## src/sv/rtttl_pkg.sv

```systemverilog
`timescale 1ns / 1ps
`default_nettype none

package rtttl_pkg;

	// Shared restoring divider: 18-bit dividend, 10-bit divisor, one quotient bit per cycle.
	localparam int DIVIDEND_W = 18;
	localparam int DIVISOR_W  = 10;
	localparam int DIV_STEPS  = DIVIDEND_W;
	localparam int CNT_W      = $clog2(DIV_STEPS);

	localparam int CHAR_W     = 8;
	localparam int IN_DATA_W  = 8;
	localparam int OUT_DATA_W = 32;
	localparam int PITCH_W    = 6;
	localparam int DUR_W      = 19;

	// Octave offset applied to every note before the semitone index is formed.
	localparam int unsigned OCTAVE_SHIFT = 0;

	// Commands from the controller to the datapath.
	typedef struct packed {
		logic accept;    // a character transfer takes place this cycle
		logic step;      // one divider iteration
		logic whole_wr;  // store the quotient as the whole-note time
		logic out_load;  // load the note into the output register
	} ctrl_cmd_t;

	// Status from the datapath, valid together with the offered character.
	typedef struct packed {
		logic need_div;  // this character needs a division
		logic is_emit;   // the division produces a note
	} dp_status_t;

endpackage

`default_nettype wire

```

## src/sv/rtttl_melody_parser_unit.sv

```systemverilog
`timescale 1ns / 1ps
`default_nettype none

// A note end is divided in the divide state, then loaded into the output register from
// the done state. Plain characters are taken back to back; a note end, or the ':' that
// closes the header, holds the input off while the shared 18-step divider runs.
// A finished note waits in the output register; the next note end stalls until it is taken.
// Reset (arst_n low, asynchronous) returns the parser to the name phase with divisor 4,
// octave 6, tempo 63, whole-note time 0, and empties the output register.
module rtttl_melody_parser_unit (
	input  wire logic        clk,
	input  wire logic        arst_n,
	// Character stream in.
	input  wire logic        s_axis_tvalid,
	output logic             s_axis_tready,
	input  wire logic [7:0]  s_axis_tdata,   // [7:0] char_code
	input  wire logic        s_axis_tlast,   // end_of_song
	// Note stream out.
	output logic             m_axis_tvalid,
	input  wire logic        m_axis_tready,
	output logic [31:0]      m_axis_tdata,   // [5:0] pitch_index, [24:6] duration_ms, rest zero
	output logic             m_axis_tuser,   // pitch_error
	output logic             m_axis_tlast    // song_done
);
	import rtttl_pkg::*;

	// The controller sequences each transfer: most characters only update the
	// parser registers, while a note end or the header end runs the divider.
	ctrl_cmd_t  cmd;
	dp_status_t st;

	rtttl_ctrl u_ctrl (
		.clk           (clk),
		.arst_n        (arst_n),
		.s_axis_tvalid (s_axis_tvalid),
		.s_axis_tready (s_axis_tready),
		.m_axis_tvalid (m_axis_tvalid),
		.m_axis_tready (m_axis_tready),
		.st            (st),
		.cmd           (cmd)
	);

	// The datapath holds the parser state, the divider that forms the whole-note
	// time (60000 / tempo, times four) and each note length (whole / divisor),
	// and the output register.
	rtttl_dpath u_dpath (
		.clk          (clk),
		.arst_n       (arst_n),
		.s_axis_tdata (s_axis_tdata),
		.s_axis_tlast (s_axis_tlast),
		.cmd          (cmd),
		.st           (st),
		.m_axis_tdata (m_axis_tdata),
		.m_axis_tuser (m_axis_tuser),
		.m_axis_tlast (m_axis_tlast)
	);

endmodule

`default_nettype wire

```

## src/sv/rtttl_ctrl.sv

```systemverilog
`timescale 1ns / 1ps
`default_nettype none

module rtttl_ctrl (
	input  wire logic                 clk,
	input  wire logic                 arst_n,
	input  wire logic                 s_axis_tvalid,
	output logic                      s_axis_tready,
	output logic                      m_axis_tvalid,
	input  wire logic                 m_axis_tready,
	input  wire rtttl_pkg::dp_status_t st,
	output rtttl_pkg::ctrl_cmd_t      cmd
);
	import rtttl_pkg::*;

	localparam logic [1:0] ST_IDLE = 2'd0;
	localparam logic [1:0] ST_DIV  = 2'd1;
	localparam logic [1:0] ST_DONE = 2'd2;

	logic [1:0]       state_q;
	logic [1:0]       state_d;
	logic [CNT_W-1:0] cnt_q;
	logic             emit_q;
	logic             out_valid_q;
	logic             out_free;
	logic             cnt_last;

	assign s_axis_tready = (state_q == ST_IDLE);
	assign m_axis_tvalid = out_valid_q;
	assign out_free      = !out_valid_q || m_axis_tready;
	assign cnt_last      = (cnt_q == CNT_W'(DIV_STEPS - 1));

	always_comb begin
		state_d      = state_q;
		cmd          = '0;
		cmd.accept   = s_axis_tvalid && (state_q == ST_IDLE);
		unique case (state_q)
			ST_IDLE: begin
				if (cmd.accept && st.need_div) begin
					state_d = ST_DIV;
				end
			end
			ST_DIV: begin
				cmd.step = 1'b1;
				if (cnt_last) begin
					state_d = ST_DONE;
				end
			end
			ST_DONE: begin
				if (!emit_q) begin
					cmd.whole_wr = 1'b1;
					state_d      = ST_IDLE;
				end else if (out_free) begin
					cmd.out_load = 1'b1;
					state_d      = ST_IDLE;
				end
			end
			default: begin
				state_d = ST_IDLE;
			end
		endcase
	end

	always_ff @(posedge clk or negedge arst_n) begin
		if (!arst_n) begin
			state_q     <= ST_IDLE;
			cnt_q       <= '0;
			emit_q      <= 1'b0;
			out_valid_q <= 1'b0;
		end else begin
			state_q <= state_d;
			if (cmd.accept && st.need_div) begin
				cnt_q  <= '0;
				emit_q <= st.is_emit;
			end else if (cmd.step) begin
				cnt_q <= cnt_q + CNT_W'(1);
			end
			if (cmd.out_load) begin
				out_valid_q <= 1'b1;
			end else if (m_axis_tready) begin
				out_valid_q <= 1'b0;
			end
		end
	end

	a_load_when_free: assert property (@(posedge clk) disable iff (!arst_n)
		cmd.out_load |-> (!out_valid_q || m_axis_tready))
		else $error("note loaded over an output that was not taken");

	a_busy_after_div: assert property (@(posedge clk) disable iff (!arst_n)
		(cmd.accept && st.need_div) |=> !s_axis_tready)
		else $error("input stayed ready while a division was started");

	a_div_length: assert property (@(posedge clk) disable iff (!arst_n)
		(state_q == ST_DIV && cnt_q == '0) |-> ##DIV_STEPS (state_q == ST_DONE))
		else $error("division did not finish after the expected number of steps");

	a_whole_no_stall: assert property (@(posedge clk) disable iff (!arst_n)
		(state_q == ST_DONE && !emit_q) |=> (state_q == ST_IDLE))
		else $error("whole-note update did not return to idle");

endmodule

`default_nettype wire

```

## src/sv/rtttl_dpath.sv

```systemverilog
`timescale 1ns / 1ps
`default_nettype none

module rtttl_dpath (
	input  wire logic                        clk,
	input  wire logic                        arst_n,
	input  wire logic [rtttl_pkg::IN_DATA_W-1:0] s_axis_tdata,
	input  wire logic                        s_axis_tlast,
	input  wire rtttl_pkg::ctrl_cmd_t        cmd,
	output rtttl_pkg::dp_status_t            st,
	output logic [rtttl_pkg::OUT_DATA_W-1:0] m_axis_tdata,
	output logic                             m_axis_tuser,
	output logic                             m_axis_tlast
);
	import rtttl_pkg::*;

	localparam logic [3:0] PH_NAME   = 4'd0;
	localparam logic [3:0] PH_HDR    = 4'd1;
	localparam logic [3:0] PH_HDR_D  = 4'd2;
	localparam logic [3:0] PH_HDR_O  = 4'd3;
	localparam logic [3:0] PH_HDR_B  = 4'd4;
	localparam logic [3:0] PH_DUR    = 4'd5;
	localparam logic [3:0] PH_LETTER = 4'd6;
	localparam logic [3:0] PH_SHARP  = 4'd7;
	localparam logic [3:0] PH_DOT    = 4'd8;
	localparam logic [3:0] PH_OCT    = 4'd9;

	localparam logic [7:0] CH_HASH  = 8'h23;
	localparam logic [7:0] CH_COMMA = 8'h2C;
	localparam logic [7:0] CH_DOT   = 8'h2E;
	localparam logic [7:0] CH_0     = 8'h30;
	localparam logic [7:0] CH_9     = 8'h39;
	localparam logic [7:0] CH_COLON = 8'h3A;
	localparam logic [7:0] CH_A     = 8'h61;
	localparam logic [7:0] CH_B     = 8'h62;
	localparam logic [7:0] CH_D     = 8'h64;
	localparam logic [7:0] CH_G     = 8'h67;
	localparam logic [7:0] CH_O     = 8'h6F;
	localparam logic [7:0] CH_P     = 8'h70;

	localparam logic [9:0]  NUM_MAX     = 10'd999;
	localparam logic [9:0]  TEMPO_DFLT  = 10'd63;
	localparam logic [9:0]  DIV_DFLT    = 10'd4;
	localparam logic [2:0]  OCT_DFLT    = 3'd6;
	localparam logic [DIVIDEND_W-1:0] MS_PER_MIN = DIVIDEND_W'(60000);

	// Semitone value of a note letter, indexed by the low three bits of 'a'..'g'.
	function automatic logic [3:0] letter_val(input logic [2:0] code);
		logic [3:0] v;
		case (code)
			3'd1:    v = 4'd10;
			3'd2:    v = 4'd12;
			3'd3:    v = 4'd1;
			3'd4:    v = 4'd3;
			3'd5:    v = 4'd5;
			3'd6:    v = 4'd6;
			3'd7:    v = 4'd8;
			default: v = 4'd0;
		endcase
		return v;
	endfunction

	// Parser state.
	logic [3:0]  phase_q;
	logic [9:0]  def_div_q;
	logic [2:0]  def_oct_q;
	logic [9:0]  tempo_q;
	logic [17:0] whole_q;
	logic [9:0]  acc_q;
	logic [3:0]  letter_q;
	logic        dot_q;
	logic [3:0]  oct_q;

	// Next values.
	logic [3:0]  n_phase;
	logic [9:0]  n_def_div;
	logic [2:0]  n_def_oct;
	logic [9:0]  n_tempo;
	logic [9:0]  n_acc;
	logic [3:0]  n_letter;
	logic        n_dot;
	logic [3:0]  n_oct;
	logic        need_emit;
	logic        need_whole;
	logic        use_cur;

	// Note snapshot and divider.
	logic [PITCH_W-1:0]    snap_idx_q;
	logic                  snap_err_q;
	logic                  snap_dot_q;
	logic                  snap_done_q;
	logic [DIVISOR_W:0]    rem_q;
	logic [DIVIDEND_W-1:0] quo_q;
	logic [DIVISOR_W-1:0]  dvs_q;

	logic [7:0]  c;
	logic        eos;
	logic        is_digit;
	logic        is_letter;
	logic [13:0] acc_sum;
	logic [9:0]  acc_dig;
	logic        note_ph;
	logic        hdr_ph;

	logic [9:0]  s_acc;
	logic [3:0]  s_letter;
	logic        s_dot;
	logic [3:0]  s_oct;
	logic [9:0]  s_div;
	logic [4:0]  oct_eff;
	logic [7:0]  semi;
	logic        in_range;
	logic [PITCH_W-1:0] s_idx;
	logic        s_err;

	logic [DIVISOR_W:0]   trial;
	logic                 trial_ok;
	logic [DUR_W-1:0]     dur;

	assign c        = s_axis_tdata[CHAR_W-1:0];
	assign eos      = s_axis_tlast;
	assign is_digit = (c >= CH_0) && (c <= CH_9);
	assign is_letter = (c >= CH_A) && (c <= CH_G);
	assign acc_sum  = {1'b0, acc_q, 3'b000} + {3'b000, acc_q, 1'b0} + {10'd0, c[3:0]};
	assign acc_dig  = (acc_sum > {4'd0, NUM_MAX}) ? NUM_MAX : acc_sum[9:0];
	assign note_ph  = (phase_q >= PH_DUR) && (phase_q <= PH_OCT);
	assign hdr_ph   = (phase_q >= PH_HDR) && (phase_q <= PH_HDR_B);

	always_comb begin
		n_phase    = phase_q;
		n_def_div  = def_div_q;
		n_def_oct  = def_oct_q;
		n_tempo    = tempo_q;
		n_acc      = acc_q;
		n_letter   = letter_q;
		n_dot      = dot_q;
		n_oct      = oct_q;
		need_emit  = 1'b0;
		need_whole = 1'b0;
		use_cur    = 1'b0;
		if (note_ph) begin
			if (c == CH_COMMA) begin
				// The comma closes the pending note with the values seen so far.
				need_emit = 1'b1;
				use_cur   = 1'b1;
				if (eos) begin
					n_phase = PH_NAME;
				end else begin
					n_phase  = PH_DUR;
					n_acc    = '0;
					n_letter = '0;
					n_dot    = 1'b0;
					n_oct    = {1'b0, def_oct_q};
				end
			end else begin
				if (phase_q == PH_DUR) begin
					if (is_digit) begin
						n_acc = acc_dig;
					end else if (is_letter) begin
						n_letter = letter_val(c[2:0]);
						n_phase  = PH_LETTER;
					end else if (c == CH_P) begin
						n_letter = '0;
						n_phase  = PH_LETTER;
					end
				end else if (c == CH_HASH && phase_q == PH_LETTER) begin
					if (letter_q != '0) begin
						n_letter = letter_q + 4'd1;
					end
					n_phase = PH_SHARP;
				end else if (c == CH_DOT) begin
					n_dot = 1'b1;
					if (phase_q < PH_DOT) begin
						n_phase = PH_DOT;
					end
				end else if (is_digit && phase_q < PH_OCT) begin
					n_oct   = c[3:0];
					n_phase = PH_OCT;
				end
				if (eos) begin
					need_emit = 1'b1;
					n_phase   = PH_NAME;
				end
			end
		end else if (hdr_ph) begin
			if (c == CH_COMMA || c == CH_COLON) begin
				if (phase_q == PH_HDR_D && acc_q != '0) begin
					n_def_div = acc_q;
				end
				if (phase_q == PH_HDR_O && acc_q >= 10'd3 && acc_q <= 10'd7) begin
					n_def_oct = acc_q[2:0];
				end
				if (phase_q == PH_HDR_B && acc_q != '0) begin
					n_tempo = acc_q;
				end
				n_phase = PH_HDR;
				if (c == CH_COLON) begin
					need_whole = 1'b1;
					n_phase    = PH_DUR;
					n_acc      = '0;
					n_letter   = '0;
					n_dot      = 1'b0;
					n_oct      = {1'b0, n_def_oct};
				end
			end else if (phase_q == PH_HDR) begin
				if (c == CH_D) begin
					n_phase = PH_HDR_D;
				end else if (c == CH_O) begin
					n_phase = PH_HDR_O;
				end else if (c == CH_B) begin
					n_phase = PH_HDR_B;
				end
				n_acc = '0;
			end else if (is_digit) begin
				n_acc = acc_dig;
			end
			if (eos) begin
				n_phase = PH_NAME;
			end
		end else begin
			n_phase = PH_NAME;
			if (c == CH_COLON) begin
				n_def_div = DIV_DFLT;
				n_def_oct = OCT_DFLT;
				n_tempo   = TEMPO_DFLT;
				n_acc     = '0;
				n_phase   = PH_HDR;
			end
			if (eos) begin
				n_phase = PH_NAME;
			end
		end
	end

	assign st.need_div = need_emit || need_whole;
	assign st.is_emit  = need_emit;

	// Operands of the note that is emitted.
	assign s_acc    = use_cur ? acc_q : n_acc;
	assign s_letter = use_cur ? letter_q : n_letter;
	assign s_dot    = use_cur ? dot_q : n_dot;
	assign s_oct    = use_cur ? oct_q : n_oct;
	assign s_div    = (s_acc != '0) ? s_acc : ((def_div_q != '0) ? def_div_q : 10'd1);
	assign oct_eff  = {1'b0, s_oct} + 5'(OCTAVE_SHIFT);
	assign semi     = {oct_eff, 3'b000} + {1'b0, oct_eff, 2'b00} + {4'd0, s_letter};
	// Index (octave - 4) * 12 + letter must land in 1..48.
	assign in_range = (semi >= 8'd49) && (semi <= 8'd96);
	assign s_idx    = (s_letter != '0 && in_range) ? PITCH_W'(semi - 8'd48) : '0;
	assign s_err    = (s_letter != '0) && !in_range;

	assign trial    = {rem_q[DIVISOR_W-1:0], quo_q[DIVIDEND_W-1]};
	assign trial_ok = (trial >= {1'b0, dvs_q});
	assign dur      = {1'b0, quo_q} + (snap_dot_q ? {2'b00, quo_q[DIVIDEND_W-1:1]} : '0);

	always_ff @(posedge clk or negedge arst_n) begin
		if (!arst_n) begin
			phase_q   <= PH_NAME;
			def_div_q <= DIV_DFLT;
			def_oct_q <= OCT_DFLT;
			tempo_q   <= TEMPO_DFLT;
			whole_q   <= '0;
			acc_q     <= '0;
			letter_q  <= '0;
			dot_q     <= 1'b0;
			oct_q     <= '0;
		end else begin
			if (cmd.accept) begin
				phase_q   <= n_phase;
				def_div_q <= n_def_div;
				def_oct_q <= n_def_oct;
				tempo_q   <= n_tempo;
				acc_q     <= n_acc;
				letter_q  <= n_letter;
				dot_q     <= n_dot;
				oct_q     <= n_oct;
			end
			if (cmd.whole_wr) begin
				whole_q <= {quo_q[DIVIDEND_W-3:0], 2'b00};
			end
		end
	end

	always_ff @(posedge clk) begin
		if (cmd.accept && (need_emit || need_whole)) begin
			rem_q       <= '0;
			quo_q       <= need_whole ? MS_PER_MIN : whole_q;
			dvs_q       <= need_whole ? ((n_tempo != '0) ? n_tempo : TEMPO_DFLT) : s_div;
			snap_idx_q  <= s_idx;
			snap_err_q  <= s_err;
			snap_dot_q  <= s_dot;
			snap_done_q <= eos;
		end else if (cmd.step) begin
			rem_q <= trial_ok ? (trial - {1'b0, dvs_q}) : trial;
			quo_q <= {quo_q[DIVIDEND_W-2:0], trial_ok};
		end
		if (cmd.out_load) begin
			m_axis_tdata <= {(OUT_DATA_W - DUR_W - PITCH_W)'(0), dur, snap_idx_q};
			m_axis_tuser <= snap_err_q;
			m_axis_tlast <= snap_done_q;
		end
	end

endmodule

`default_nettype wire
```

## config.mk

```make
export PLATFORM = sky130hd
export DESIGN_NAME = rtttl_melody_parser_unit
export DESIGN_NICKNAME = d
export VERILOG_FILES = /design/src/sv/rtttl_pkg.sv /design/src/sv/rtttl_melody_parser_unit.sv /design/src/sv/rtttl_ctrl.sv /design/src/sv/rtttl_dpath.sv
export SDC_FILE = /design/constraint.sdc
export NUM_CORES = 1
export LEC_CHECK = 0
export ABC_AREA = 1
export ABC_CLOCK_PERIOD_IN_PS = 10300
export BUFFER_PORTS_ARGS = -buffer_cell sky130_fd_sc_hd__buf_2
export CAP_MARGIN = 20
export CORE_MARGIN = 2
export CORE_UTILIZATION = 30
export DETAILED_ROUTE_END_ITERATION = 10
export SLEW_MARGIN = 20
export SYNTH_ARGS = -nofsm -noshare
export SYNTH_HDL_FRONTEND = slang
export SYNTH_SLANG_ARGS = --single-unit
```

## constraint.sdc

```tcl
create_clock -name clk -period 10.3 [get_ports clk]
set_input_delay 2.06 -clock clk [delete_from_list [all_inputs] [get_ports clk]]
set_output_delay 2.06 -clock clk [all_outputs]
set_load 0.005 [all_outputs]
```

==> impl_metrics.py <==
metrics = {
    "power": {
        "ir_drop_mv": 0.174,
        "power.share.clock_pct": 14.0,
        "power_leakage_nw": 5.50,
        "swShare_pct": 49.9,
        "power_frac_seq_pct": 26.5,
        "p_sw_mw": 2.13,
        "pwr-share-comb_pct": 59.5,
        "intPower_mw": 2.14,
        "powerDensity_mw_per_mm2": 371,
    },
    "grt": {
        "grt_pass1_wl_mm": 44.5,
        "grt_pass1_vias": 8622,
        "grt_remaining_overflow": 0,
        "grtUsageTotal_pct": 15.4,
        "grt_max_degree": 54,
        "antenna_found_initial": 0,
    },
    "die": {
        "pin_count": 49,
        "die_h_um": 189,
        "initial_core_util_pct": 30.6,
        "core-area_sq_mm": 0.0337,
        "std_cell_rows": 67,
        "die-area_sq_mm": 0.0358,
        "die_w_um": 189,
    },
    "clock_network": {
        "clockBufferDepth": 2,
        "clock_sink_count": 145,
        "clk_pin_slew_ns": 0.06,
        "cts_root_buf": "clkbuf_16",
        "cts_resized": 0,
        "hold_buffers": 0,
        "clk_latency_ns": 0.44,
        "h-tree-depth": 4,
        "cts_setup_buffers": 0,
        "cts_buffers": 17,
        "cts_tree": "built",
    },
    "final_layout": {
        "post-route-util_pct": 34.2,
        "fin_cells": 1861,
        "area_delta_synth_final_pct": 11.7,
        "fin_nets": 1478,
        "diodes": 0,
        "drive_gt1_share_pct": 11.5,
    },
    "synthesis": {
        "ys_top_cells_by_area": "edfxtp_1 19%, dfrtp_1 15%, nand2_1 11%, ha_1 7.2%, inv_1 6.6%",
        "synth_area_sq_mm": 0.0103,
        "ys_seq_elements": 145,
        "async_flop_share_pct": 49.0,
        "syn_area_per_cell_sq_um": 7.55,
        "syn_inst": 1365,
        "synth-edff-count": 64,
        "yosys_most_used_dff": "edfxtp_1",
        "synth_top_area_share_pct": 18.7,
        "yosys_warnings": 0,
        "synth_cell_type_count": 63,
        "synthMostInstantiatedCell": "nand2_1",
        "ys_seq_area_share_pct": 38.0,
        "ys_top_cells_by_count": "315 x nand2_1, 182 x inv_1, 131 x o21ai_0",
        "synth_top_area_cell": "edfxtp_1",
    },
    "setup_path": {
        "crit_top_cell": "nor2_1",
        "endpoint_kind": "flip-flop",
        "critPathLaunchType": "input port",
        "crit_type": "input port to flip-flop",
        "crit_slowest_cell": "fa_1",
        "path_cells": "buf_2 -> nor2_2 -> a21oi_1 -> a211oi_2 -> nand2_1 -> nor2_1 -> nor2_1 -> a21oi_1 -> o221ai_1 -> nand2_1 -> o21ai_0 -> fa_1 -> ha_1 -> fa_1 -> xor2_1 -> ha_1 -> nand3_1 -> o21ai_1 -> nand3_2 -> nor2_1",
        "critPathMaxFanout": 8,
        "crit_buf_inv": 1,
        "cp_slowest_stage_delay_ns": 0.53,
        "worstPathRequired_ns": 10.59,
        "crit_family": "adder cells",
        "arrival_ns": 6.35,
    },
    "timing": {
        "fmax_mhz": 165,
        "relSlewSlack_pct": 33.6,
        "slew_violations": 0,
        "period_needed_ns": 6.07,
        "fin_crit_sh_pct": 58.9,
        "hold_violations": 0,
        "setup_viol": 0,
        "finalSetupTns_ns": 0,
        "rsz0062_at_grt": "false",
        "worstMarginPinSlew_ns": 0.993,
        "finalClockSkew_ns": 0.0143,
    },
    "placed_design": {
        "dp_hpwl_mm": 20.3,
        "dp_cells": 1829,
        "io_buffers": 41,
        "place_congestion": 0.912,
    },
    "routing": {
        "vias_per_cell": 4.96,
        "ant_nets": 0,
        "via_count": 9229,
        "drc": 0,
        "wirelength_mm": 27.1,
        "routedWlPerCell_um": 14.6,
        "firstDrtPassIters": 5,
        "drt_iter0_drc": 951,
    },
    "flow_run": {
        "drv_cap": 0,
    },
    "run_status": {
        "status": "finished clean",
    },
    "hold_path": {
        "hp-class": "flip-flop to flip-flop",
    },
}
==> per-stage QoR <==
stage | total power [mW] | setup WS (ns) | hold WS, ns | instance area [sq um]
after global placement | 3.62 | 4.01 | 0.405 | 11000
after CTS | 4.27 | 4.29 | 0.419 | 11500
final | 4.28 | 4.23 | 0.419 | 11500
after global routing | 4.70 | 3.87 | 0.425 | 11500
after detailed placement | 3.65 | 3.87 | 0.405 | 11000
after floorplan | 3.03 | 4.60 | 0.400 | 10300
==> power groups by stage <==
stage,sequential (mW),clock [mW],combinational (mW)
detailed placement,1.14,0,2.51
CTS,1.13,0.609,2.53
finish,1.13,0.600,2.54
global route,1.16,0.634,2.90
floorplan,1.07,0,1.96
global placement,1.14,0,2.48
==> cell usage in the layout (no fill, tap or decap), types with 21 or more instances in the layout <==
cell	instances
a21oi_1	73
buf_2	40
dfrtp_1	62
edfxtp_1	64
ha_1	59
inv_1	182
nand2_1	315
nand3_1	82
nor2_1	110
o21ai_0	131
o22ai_1	21
xor2_1	23
==> per-layer routing <==
layer / track usage [%] / share of wire, % / wire [um] / vias up
li1: - / - / - / 4616
met1: 20.9 / 47 / 12600 / 4219
met2: 24.8 / 45 / 12200 / 347
met3: 3.50 / 6.6 / 1800 / 47
met4: 3.88 / 1.8 / 480 / 0
met5: 0 / 0 / 0 / -
==> state kept, by name (all words and copies together), names as in the netlist, 5 cells and up <==
| register | count |
|---|---|
| u_ctrl.cnt_q | 5 |
| u_dpath.acc_q | 10 |
| u_dpath.def_div_q | 10 |
| u_dpath.dvs_q | 10 |
| u_dpath.m_axis_tdata | 25 |
| u_dpath.quo_q | 18 |
| u_dpath.rem_q | 10 |
| u_dpath.snap_idx_q | 6 |
| u_dpath.tempo_q | 10 |
| u_dpath.whole_q | 16 |
==> cells by family (layout without fill, tap and decap cells) <==
group	count (synthesis)	in the layout	synth area share (%)
compound gates	285	285	15.8
xor+xnor	28	28	2.38
fa+ha+maj	65	65	8.33
buf+inv	241	283	9.27
flops	145	145	38.0
mux	2	2	0.206
other cells	1	7	0.0364
simple gates	598	598	26.0
==> layout make-up <==
type,count,area (sq um)
tap,448,561
sequential,145,3910
multi-input combinational,985,5460
inverter,204,766
clock buffer,17,425
fill,3564,22200
clock inverter,15,133
timing repair buffer,47,253
==> path summary, 6_finish.rpt <==
kind                                                          start  cells after the start  slack (ns)                             endpoint
worst max-delay path                                s_axis_tdata[0]                     20        4.23  u_dpath.snap_idx_q[3]$_SDFFCE_PN0P_
min in group asynchronous                                    arst_n                      1        1.50         u_dpath.acc_q[7]$_DFFE_PN0P_
max in group asynchronous                                    arst_n                      2        7.79          u_ctrl.cnt_q[4]$_DFFE_PN0P_
worst max register to register       u_dpath.phase_q[3]$_DFFE_PN0P_                     18        5.36  u_dpath.snap_idx_q[3]$_SDFFCE_PN0P_
worst min register to register  u_dpath.snap_idx_q[3]$_SDFFCE_PN0P_                      0        0.42    u_dpath.m_axis_tdata[3]$_DFFE_PP_
worst min-delay path            u_dpath.snap_idx_q[3]$_SDFFCE_PN0P_                      0        0.42    u_dpath.m_axis_tdata[3]$_DFFE_PP_
Note: power is estimated with default switching activity, not from simulation.
